<file path="config.mk">
export PLATFORM = sky130hd
export DESIGN_NAME = block_buffer_cache_lru
export DESIGN_NICKNAME = d
export VERILOG_FILES = /design/src/hdl/bbc_pkg.sv /design/src/hdl/bbc_ram.sv /design/src/hdl/bbc_ctrl.sv /design/src/hdl/bbc_dpath.sv /design/src/hdl/block_buffer_cache_lru.sv
export SDC_FILE = /design/constraint.sdc
export NUM_CORES = 2
export LEC_CHECK = 0
export BUFFER_PORTS_ARGS = -buffer_cell sky130_fd_sc_hd__buf_2
export CAP_MARGIN = 40
export CORE_MARGIN = 2
export CORE_UTILIZATION = 42
export DETAILED_ROUTE_END_ITERATION = 10
export PLACE_DENSITY = 0.59
export SLEW_MARGIN = 20
export SYNTH_ARGS = -nofsm -noshare
export SYNTH_HDL_FRONTEND = slang
export SYNTH_SLANG_ARGS = --single-unit
</file>
<file path="constraint.sdc">
create_clock -name clk -period 7.8 [get_ports clk]
set_input_delay 0.78 -clock clk [delete_from_list [all_inputs] [get_ports clk]]
set_output_delay 0.78 -clock clk [all_outputs]
set_load 0.005 [all_outputs]
</file>
<file path="src/hdl/bbc_pkg.sv">
`timescale 1ns / 1ps
// shared types and constants for the block buffer cache
// no dependencies

package bbc_pkg;

    // request kinds
    localparam logic [1:0] KIND_ACQUIRE = 2'd0;
    localparam logic [1:0] KIND_RELEASE = 2'd1;
    localparam logic [1:0] KIND_PIN     = 2'd2;
    localparam logic [1:0] KIND_UNPIN   = 2'd3;

    // result status codes
    localparam logic [1:0] STATUS_OK     = 2'd0;
    localparam logic [1:0] STATUS_NOFREE = 2'd1;
    localparam logic [1:0] STATUS_UNDER  = 2'd2;
    localparam logic [1:0] STATUS_OVER   = 2'd3;

    localparam logic [7:0] COUNT_MAX = 8'd255;

    // request beat
    typedef struct packed {
        logic [1:0]  kind;
        logic [7:0]  dev;
        logic [31:0] block_number;
        logic [4:0]  entry_index;
        logic [31:0] now_tick;
    } bbc_req_t;

    // result beat
    typedef struct packed {
        logic [4:0] buffer_index;
        logic       hit;
        logic       needs_fill;
        logic [1:0] status;
    } bbc_rsp_t;

    // one buffer entry as stored in the entry ram
    typedef struct packed {
        logic [7:0]  dev;
        logic [31:0] blk;
        logic [31:0] stamp;
        logic [7:0]  count;
        logic        cvalid;
    } bbc_entry_t;

    localparam int ENTRY_W = $bits(bbc_entry_t);

    // controller to datapath
    typedef struct packed {
        logic load;
        logic scan_rd;
        logic single_rd;
        logic commit;
    } bbc_cmd_t;

    // datapath to controller
    typedef struct packed {
        logic is_acquire;
        logic scan_last;
        logic out_free;
    } bbc_stat_t;

endpackage

</file>
<file path="src/hdl/bbc_ram.sv">
`timescale 1ns / 1ps
// generic single write, single read ram with registered read data
// no dependencies

module bbc_ram #(
    parameter int WIDTH = 8,
    parameter int DEPTH = 32
) (
    input  logic                     clk,
    input  logic                     we,
    input  logic [$clog2(DEPTH)-1:0] waddr,
    input  logic [WIDTH-1:0]         wdata,
    input  logic                     re,
    input  logic [$clog2(DEPTH)-1:0] raddr,
    output logic [WIDTH-1:0]         rdata
);

    logic [WIDTH-1:0] mem [DEPTH];

    // write port
    always_ff @(posedge clk)
    begin
        if (we)
        begin
            mem[waddr] <= wdata;
        end
    end

    // registered read port
    always_ff @(posedge clk)
    begin
        if (re)
        begin
            rdata <= mem[raddr];
        end
    end

endmodule

</file>
<file path="src/hdl/bbc_ctrl.sv">
`timescale 1ns / 1ps
// sequencing state machine for the block buffer cache
// depends on bbc_pkg

module bbc_ctrl
    import bbc_pkg::*;
(
    input  logic      clk,
    input  logic      rst_n,
    input  logic      req_valid,
    output logic      req_stall,
    input  bbc_stat_t stat,
    output bbc_cmd_t  cmd
);

    typedef enum logic [2:0] {
        ST_IDLE,
        ST_SCAN,
        ST_SINGLE,
        ST_DRAIN,
        ST_COMMIT
    } state_t;

    state_t state_reg;
    state_t state_next;

    // next state
    always_comb
    begin
        state_next = state_reg;
        case (state_reg)
            ST_IDLE:
            begin
                if (req_valid)
                begin
                    state_next = ST_SINGLE;
                end
            end
            ST_SINGLE:
            begin
                if (stat.is_acquire)
                begin
                    state_next = ST_SCAN;
                end
                else
                begin
                    state_next = ST_DRAIN;
                end
            end
            ST_SCAN:
            begin
                if (stat.scan_last)
                begin
                    state_next = ST_DRAIN;
                end
            end
            ST_DRAIN:
            begin
                state_next = ST_COMMIT;
            end
            ST_COMMIT:
            begin
                if (stat.out_free)
                begin
                    state_next = ST_IDLE;
                end
            end
            default:
            begin
                state_next = ST_IDLE;
            end
        endcase
    end

    // state register
    always_ff @(posedge clk or negedge rst_n)
    begin
        if (!rst_n)
        begin
            state_reg <= ST_IDLE;
        end
        else
        begin
            state_reg <= state_next;
        end
    end

    // commands decoded from state
    always_comb
    begin
        cmd           = '0;
        cmd.load      = (state_reg == ST_IDLE) && req_valid;
        cmd.single_rd = (state_reg == ST_SINGLE) && !stat.is_acquire;
        cmd.scan_rd   = (state_reg == ST_SCAN);
        cmd.commit    = (state_reg == ST_COMMIT) && stat.out_free;
    end

    assign req_stall = (state_reg != ST_IDLE);

endmodule

</file>
<file path="src/hdl/bbc_dpath.sv">
`timescale 1ns / 1ps
// datapath: entry ram, sweep trackers, update logic and result register
// depends on bbc_pkg, bbc_ram

module bbc_dpath
    import bbc_pkg::*;
#(
    parameter int ENTRIES = 32
) (
    input  logic      clk,
    input  logic      rst_n,
    input  bbc_req_t  req,
    input  bbc_cmd_t  cmd,
    output bbc_stat_t stat,
    output logic      rsp_valid,
    input  logic      rsp_stall,
    output bbc_rsp_t  rsp
);

    localparam int IW  = $clog2(ENTRIES);
    localparam int IXW = (IW > 5) ? IW : 5;

    bbc_req_t         req_reg;
    logic [IW-1:0]    addr_reg;
    logic             rd_vld_reg;
    logic [IW-1:0]    rd_idx_reg;
    logic             found_vld_reg;
    logic [IW-1:0]    found_idx_reg;
    logic             victim_vld_reg;
    logic [IW-1:0]    victim_idx_reg;
    logic [31:0]      best_stamp_reg;
    bbc_entry_t       sel_reg;
    logic [ENTRIES-1:0] init_reg;
    logic             out_vld_reg;
    bbc_rsp_t         out_reg;

    logic [ENTRY_W-1:0] ram_q;
    bbc_entry_t       ent;
    logic             rd_en;
    logic [IW-1:0]    rd_addr;
    logic [IXW-1:0]   req_idx_ext;
    logic             in_range;
    logic             is_acq;
    logic             hit_match;
    logic             victim_better;
    logic             wr_en;
    logic [IW-1:0]    wr_addr;
    bbc_entry_t       wr_data;
    bbc_rsp_t         res;
    logic [IXW-1:0]   found_ext;
    logic [IXW-1:0]   victim_ext;

    assign is_acq      = (req_reg.kind == KIND_ACQUIRE);
    assign req_idx_ext = IXW'(req_reg.entry_index);
    assign in_range    = (32'(req_reg.entry_index) < ENTRIES);
    assign found_ext   = IXW'(found_idx_reg);
    assign victim_ext  = IXW'(victim_idx_reg);

    // read address: sweep counter or the addressed entry
    assign rd_en   = cmd.scan_rd || cmd.single_rd;
    assign rd_addr = cmd.scan_rd ? addr_reg :
                     (in_range ? req_idx_ext[IW-1:0] : '0);

    bbc_ram #(
        .WIDTH(ENTRY_W),
        .DEPTH(ENTRIES)
    ) u_entry_ram (
        .clk  (clk),
        .we   (wr_en && cmd.commit),
        .waddr(wr_addr),
        .wdata(wr_data),
        .re   (rd_en),
        .raddr(rd_addr),
        .rdata(ram_q)
    );

    // entries never written read as all zero
    assign ent = init_reg[rd_idx_reg] ? bbc_entry_t'(ram_q) : '0;

    // per-entry comparisons on the beat coming out of the ram
    assign hit_match     = (ent.dev == req_reg.dev) && (ent.blk == req_reg.block_number);
    assign victim_better = (ent.count == 8'd0) &&
                           (!victim_vld_reg || (ent.stamp < best_stamp_reg));

    // update and result for the request
    always_comb
    begin
        wr_en   = 1'b0;
        wr_addr = found_idx_reg;
        wr_data = sel_reg;
        res     = '0;
        res.buffer_index = req_reg.entry_index;
        res.status       = STATUS_OK;
        if (is_acq)
        begin
            if (found_vld_reg)
            begin
                res.buffer_index = found_ext[4:0];
                res.hit          = 1'b1;
                if (sel_reg.count == COUNT_MAX)
                begin
                    res.status = STATUS_OVER;
                end
                else
                begin
                    wr_en          = 1'b1;
                    wr_data.count  = sel_reg.count + 8'd1;
                    wr_data.cvalid = 1'b1;
                    res.needs_fill = !sel_reg.cvalid;
                end
            end
            else if (victim_vld_reg)
            begin
                wr_en            = 1'b1;
                wr_addr          = victim_idx_reg;
                wr_data.dev      = req_reg.dev;
                wr_data.blk      = req_reg.block_number;
                wr_data.stamp    = best_stamp_reg;
                wr_data.count    = 8'd1;
                wr_data.cvalid   = 1'b1;
                res.buffer_index = victim_ext[4:0];
                res.needs_fill   = 1'b1;
            end
            else
            begin
                res.buffer_index = '0;
                res.status       = STATUS_NOFREE;
            end
        end
        else if (in_range)
        begin
            wr_addr = req_idx_ext[IW-1:0];
            if (req_reg.kind == KIND_PIN)
            begin
                if (sel_reg.count == COUNT_MAX)
                begin
                    res.status = STATUS_OVER;
                end
                else
                begin
                    wr_en         = 1'b1;
                    wr_data.count = sel_reg.count + 8'd1;
                end
            end
            else if (sel_reg.count == 8'd0)
            begin
                res.status = STATUS_UNDER;
            end
            else
            begin
                wr_en         = 1'b1;
                wr_data.count = sel_reg.count - 8'd1;
                if ((req_reg.kind == KIND_RELEASE) && (sel_reg.count == 8'd1))
                begin
                    wr_data.stamp = req_reg.now_tick;
                end
            end
        end
    end

    // control state
    always_ff @(posedge clk or negedge rst_n)
    begin
        if (!rst_n)
        begin
            rd_vld_reg     <= 1'b0;
            found_vld_reg  <= 1'b0;
            victim_vld_reg <= 1'b0;
            out_vld_reg    <= 1'b0;
            init_reg       <= '0;
        end
        else
        begin
            rd_vld_reg <= rd_en;
            if (cmd.load)
            begin
                found_vld_reg  <= 1'b0;
                victim_vld_reg <= 1'b0;
            end
            else if (rd_vld_reg && is_acq)
            begin
                if (hit_match)
                begin
                    found_vld_reg <= 1'b1;
                end
                if (victim_better)
                begin
                    victim_vld_reg <= 1'b1;
                end
            end
            if (cmd.commit && wr_en)
            begin
                init_reg[wr_addr] <= 1'b1;
            end
            if (cmd.commit)
            begin
                out_vld_reg <= 1'b1;
            end
            else if (!rsp_stall)
            begin
                out_vld_reg <= 1'b0;
            end
        end
    end

    // payload registers
    always_ff @(posedge clk)
    begin
        if (cmd.load)
        begin
            req_reg  <= req;
            addr_reg <= '0;
        end
        else if (cmd.scan_rd)
        begin
            addr_reg <= addr_reg + IW'(1);
        end
        rd_idx_reg <= rd_addr;
        if (rd_vld_reg)
        begin
            if (!is_acq)
            begin
                sel_reg <= ent;
            end
            else
            begin
                if (hit_match)
                begin
                    found_idx_reg <= rd_idx_reg;
                    sel_reg       <= ent;
                end
                if (victim_better)
                begin
                    victim_idx_reg <= rd_idx_reg;
                    best_stamp_reg <= ent.stamp;
                end
            end
        end
        if (cmd.commit)
        begin
            out_reg <= res;
        end
    end

    assign stat.is_acquire = is_acq;
    assign stat.scan_last  = (addr_reg == IW'(ENTRIES - 1));
    assign stat.out_free   = !out_vld_reg || !rsp_stall;

    assign rsp_valid = out_vld_reg;
    assign rsp       = out_reg;

endmodule

</file>
<file path="src/hdl/block_buffer_cache_lru.sv">
`timescale 1ns / 1ps
// top level of the block buffer cache with least-recently-released replacement
// depends on bbc_pkg, bbc_ctrl, bbc_dpath

// The block holds ENTRIES buffer entries (device and block tag, valid flag,
// reference count, release stamp) in one entry ram and serves one request at
// a time. An acquire sweeps the ram one entry per cycle, tracking the highest
// matching entry and the unreferenced entry with the oldest stamp. Release,
// pin and unpin read only the addressed entry. Entries start out zero after
// reset through per-entry written bits, so there is no clearing pass. A new
// request can be accepted while the previous result is stalled.

module block_buffer_cache_lru
    import bbc_pkg::*;
#(
    parameter int ENTRIES = 32
) (
    input  logic     clk,
    input  logic     rst_n,
    input  logic     req_valid,
    output logic     req_stall,
    input  bbc_req_t req,
    output logic     rsp_valid,
    input  logic     rsp_stall,
    output bbc_rsp_t rsp
);

    bbc_cmd_t  cmd;
    bbc_stat_t stat;

    // sequencing
    bbc_ctrl u_ctrl (
        .clk      (clk),
        .rst_n    (rst_n),
        .req_valid(req_valid),
        .req_stall(req_stall),
        .stat     (stat),
        .cmd      (cmd)
    );

    // storage and update logic
    bbc_dpath #(
        .ENTRIES(ENTRIES)
    ) u_dpath (
        .clk      (clk),
        .rst_n    (rst_n),
        .req      (req),
        .cmd      (cmd),
        .stat     (stat),
        .rsp_valid(rsp_valid),
        .rsp_stall(rsp_stall),
        .rsp      (rsp)
    );

endmodule
</file>
==> reports/qor.tcl <==
set qor(result_of_the_run) {finished, final reports clean}
set qor(layout-area-overhead-vs-synth_pct) 13.5
set qor(post_route_clock_period_utilization_pct) 65.1
set qor(final.min_clock_period_ns) 5.08
set qor(synth_top_area_share_pct) 74.0
set qor(worstSetupEndpointType) {flop}
set qor(drt_first_iter_violations) 8185
set qor(drt_wl_cell_um) 28.9
set qor(p_leak_nw) 45.9
set qor(vias_in_the_first_global_route) 64800
set qor(cpMostUsedCell) {sky130_fd_sc_hd__nand4_1}
set qor(fin_hold_ws_ns) 0.0853
set qor(post_cts_buffers) 0
set qor(die_y_um) 532
set qor(num-nets-final) 7559
set qor(detail_route.vias_per_cell) 5.86
set qor(tightest_hold_check_type) {in2reg}
set qor(floorplan.core_area_um2) 277000
set qor(layout.cells.non_filler) 11400
set qor(timing.setup.critical_path_class) {reg2reg}
set qor(synth_async_sr_flop_share_pct) 1.33
set qor(number_of_nets_with_antenna_violations_after_routing) 0
set qor(layout.cells.most_common) {sky130_fd_sc_hd__edfxtp_1}
set qor(antenna_violations_before_repair) 5
set qor(cp_num_buf_inv) 4
set qor(floorplan.die.width_um) 532
set qor(cts_resized) 0
set qor(yosys_most_used_dff) {sky130_fd_sc_hd__edfxtp_1}
set qor(worst_ep_required_time_ns) 8.37
set qor(yosys_warnings) 0
set qor(syn_nets) 7377
set qor(design.portCount) 94
set qor(start_util_pct) 42.3
set qor(cap_violations) 0
set qor(clk_transition_reported_paths_ns) 0.06
set qor(worstReg2RegStart) {u_dpath.rd_idx_reg[0]}
set qor(final_core_utilization_pct) 48.0
set qor(cts_tree) {done}
set qor(row_count) 193
set qor(syn-cell-area_um2) 117000
set qor(cp.arrival_ns) 5.64
set qor(grt_start_max_net_pins) 233
set qor(syn-instance-count) 7258
set qor(critical-path-slowest-cell) {sky130_fd_sc_hd__dfxtp_1}
set qor(mostFrequentLayoutCells) {sky130_fd_sc_hd__edfxtp_1 (2884), sky130_fd_sc_hd__nand2_1 (1590), sky130_fd_sc_hd__mux2i_1 (668)}
set qor(tritoncts.num_buffers) 300
set qor(worst_skew_pair.late_latency_ns) 0.86
set qor(largest_register_ff_count) 2592
set qor(seq_area_frac_synth_pct) 75.0
set qor(finalWorstSetupSlack_ns) 2.72
set qor(floorplan.die_area_um2) 283000
set qor(timing.final.max_slew_violations) 0
set qor(dr_total_vias) 66700
set qor(timing.hold.worst.start) {req[59]}
set qor(cts_buffer_depth) 4
set qor(synth.avg_cell_area_um2) 16.1
set qor(grt.total_usage_pct) 22.6
set qor(timing.slew.headroom_pct) 28.5
set qor(rsz0062_at_grt) {false}
set qor(start_kind) {flop}
set qor(clock_skew_ns) 0.0345
set qor(finalHoldViolations) 0
set qor(detail_route.wirelength_mm) 329
set qor(port-buffer-count) 93
set qor(synth_edf_count) 2884
set qor(htree_num_levels) 5
set qor(worstSetupStartpoint) {u_dpath.rd_idx_reg[0]}
set qor(dr_drc_count) 0
set qor(clockRootBuffer) {sky130_fd_sc_hd__clkbuf_16}
set qor(netlist_top_cells_area) {sky130_fd_sc_hd__edfxtp_1 (74%), sky130_fd_sc_hd__mux2i_1 (5.7%), sky130_fd_sc_hd__nand2_1 (5.1%)}
set qor(grt_pass1_wl_mm) 469
set qor(clock-sinks) 2933
set qor(tightestPinTransition_ns) 1.07
set qor(worstPathCellList) {buf_8, mux2i_1, a22oi_1, nand3_1, nand4_1, buf_6, buf_4, and2_1, ha_1, nand4_1, or3_1, nor2_1, nand4_1, nor4_1, o21ai_0, a21oi_1, nor3_2, buf_4}
set qor(clock.fmax_ghz) 0.197
set qor(place.detailed.hpwl_mm) 166
set qor(setup_total_negative_slack_ns) 0
set qor(grt_overflow) 0
set qor(critical-path-max-stage-delay_ns) 0.66
set qor(post_route_cells_drive_above_1_share_pct) 13.4
set qor(placed_cells_incl_taps) 10800
set qor(finalWeightedCongestion) 0.805
set qor(power.density_cell_area_nw_per_um2) 374
set qor(worst_path_top_cell_family_by_delay) {simple AND/OR/NAND/NOR gates}
set qor(dp_slack_ns) 2.75
set qor(drt_first_pass_iters) 6
set qor(timing.critical_path.fanout_max) 19
set qor(post_synth_num_cell_types) 70
set qor(yosys.area.top_type) {sky130_fd_sc_hd__edfxtp_1}
set qor(setup_violations) 0
set qor(synth.ff_latch_count) 2933
set qor(setup.reg_to_reg.worst_slack_ns) 2.72
set qor(vdd_ir_drop_max_mv) 0.399
timing repair:
item / 4_1_cts / 5_1_grt
hold buffers: 1 / 0
setup endpoints to repair: 0 / 0
hold endpoints to repair: 15 / 0
cell usage after synthesis (41+ instances only):
cell and count:
sky130_fd_sc_hd__a311oi_1 325, sky130_fd_sc_hd__nor3_1 42, sky130_fd_sc_hd__o311ai_1 127, sky130_fd_sc_hd__mux4_2 162
sky130_fd_sc_hd__mux2i_1 672, sky130_fd_sc_hd__inv_1 47, sky130_fd_sc_hd__buf_4 67, sky130_fd_sc_hd__buf_2 138
sky130_fd_sc_hd__and2_1 76, sky130_fd_sc_hd__nand2_1 1590, sky130_fd_sc_hd__a21oi_1 41, sky130_fd_sc_hd__edfxtp_1 2884
sky130_fd_sc_hd__and3_1 328, sky130_fd_sc_hd__clkbuf_1 196, sky130_fd_sc_hd__nor2_1 76, sky130_fd_sc_hd__mux2_2 41
cells by family after synthesis:
| group | Yosys count | synth area share [%] |
|---|---|---|
| buffers and inverters | 501 | 2.05 |
| AOI/OAI and AO/OA | 644 | 4.63 |
| adders and majority gates | 36 | 0.385 |
| xor gates and xnor gates | 39 | 0.292 |
| muxes | 877 | 9.30 |
| DFF | 2933 | 75.0 |
| and+or+nand+nor | 2228 | 8.32 |
power by group:
group          switching [W]  internal, W  total, W
clock network        0.00596      0.00814    0.0141
logic                0.00969      0.00509    0.0148
registers           0.000591       0.0202    0.0208
metrics by stage:
stage	instance area [µm²]	total power (W)
floorplan	117000	0.0309
global placement	122000	0.0352
detailed placement	123000	0.0358
CTS	132000	0.0498
global route	133000	0.0516
finish	133000	0.0497
final timing paths:
path	depth (start not counted)	end
min in group asynchronous	2	u_dpath.init_reg[0]
max reg2reg	18	u_dpath.best_stamp_reg[7]
max in group asynchronous	3	u_dpath.init_reg[20]
max	18	u_dpath.best_stamp_reg[7]
min	1	u_dpath.req_reg[59]
min reg2reg	1	u_dpath.init_reg[1]
routing by layer:
layer	track usage (%)	up-vias	wire [µm]
li1	-	28400	-
met5	0	-	0
met4	7.06	0	10300
met2	36.4	2948	155000
met3	2.64	537	23800
met1	32.3	34800	139000
area by class of cell:
| cell class | count | area [µm²] |
|---|---|---|
| flip-flops and latches | 2933 | 87800 |
| fillers | 23300 | 144000 |
| well taps | 3705 | 4640 |
| clock inverters | 149 | 1380 |
| diodes | 1 | 2.50 |
| repair buffers | 330 | 3480 |
| clock buffers | 390 | 8110 |
| multi-input cells | 3824 | 27200 |
| inverters | 51 | 238 |
No activity file was read; power rests on OpenSTA's default activity.
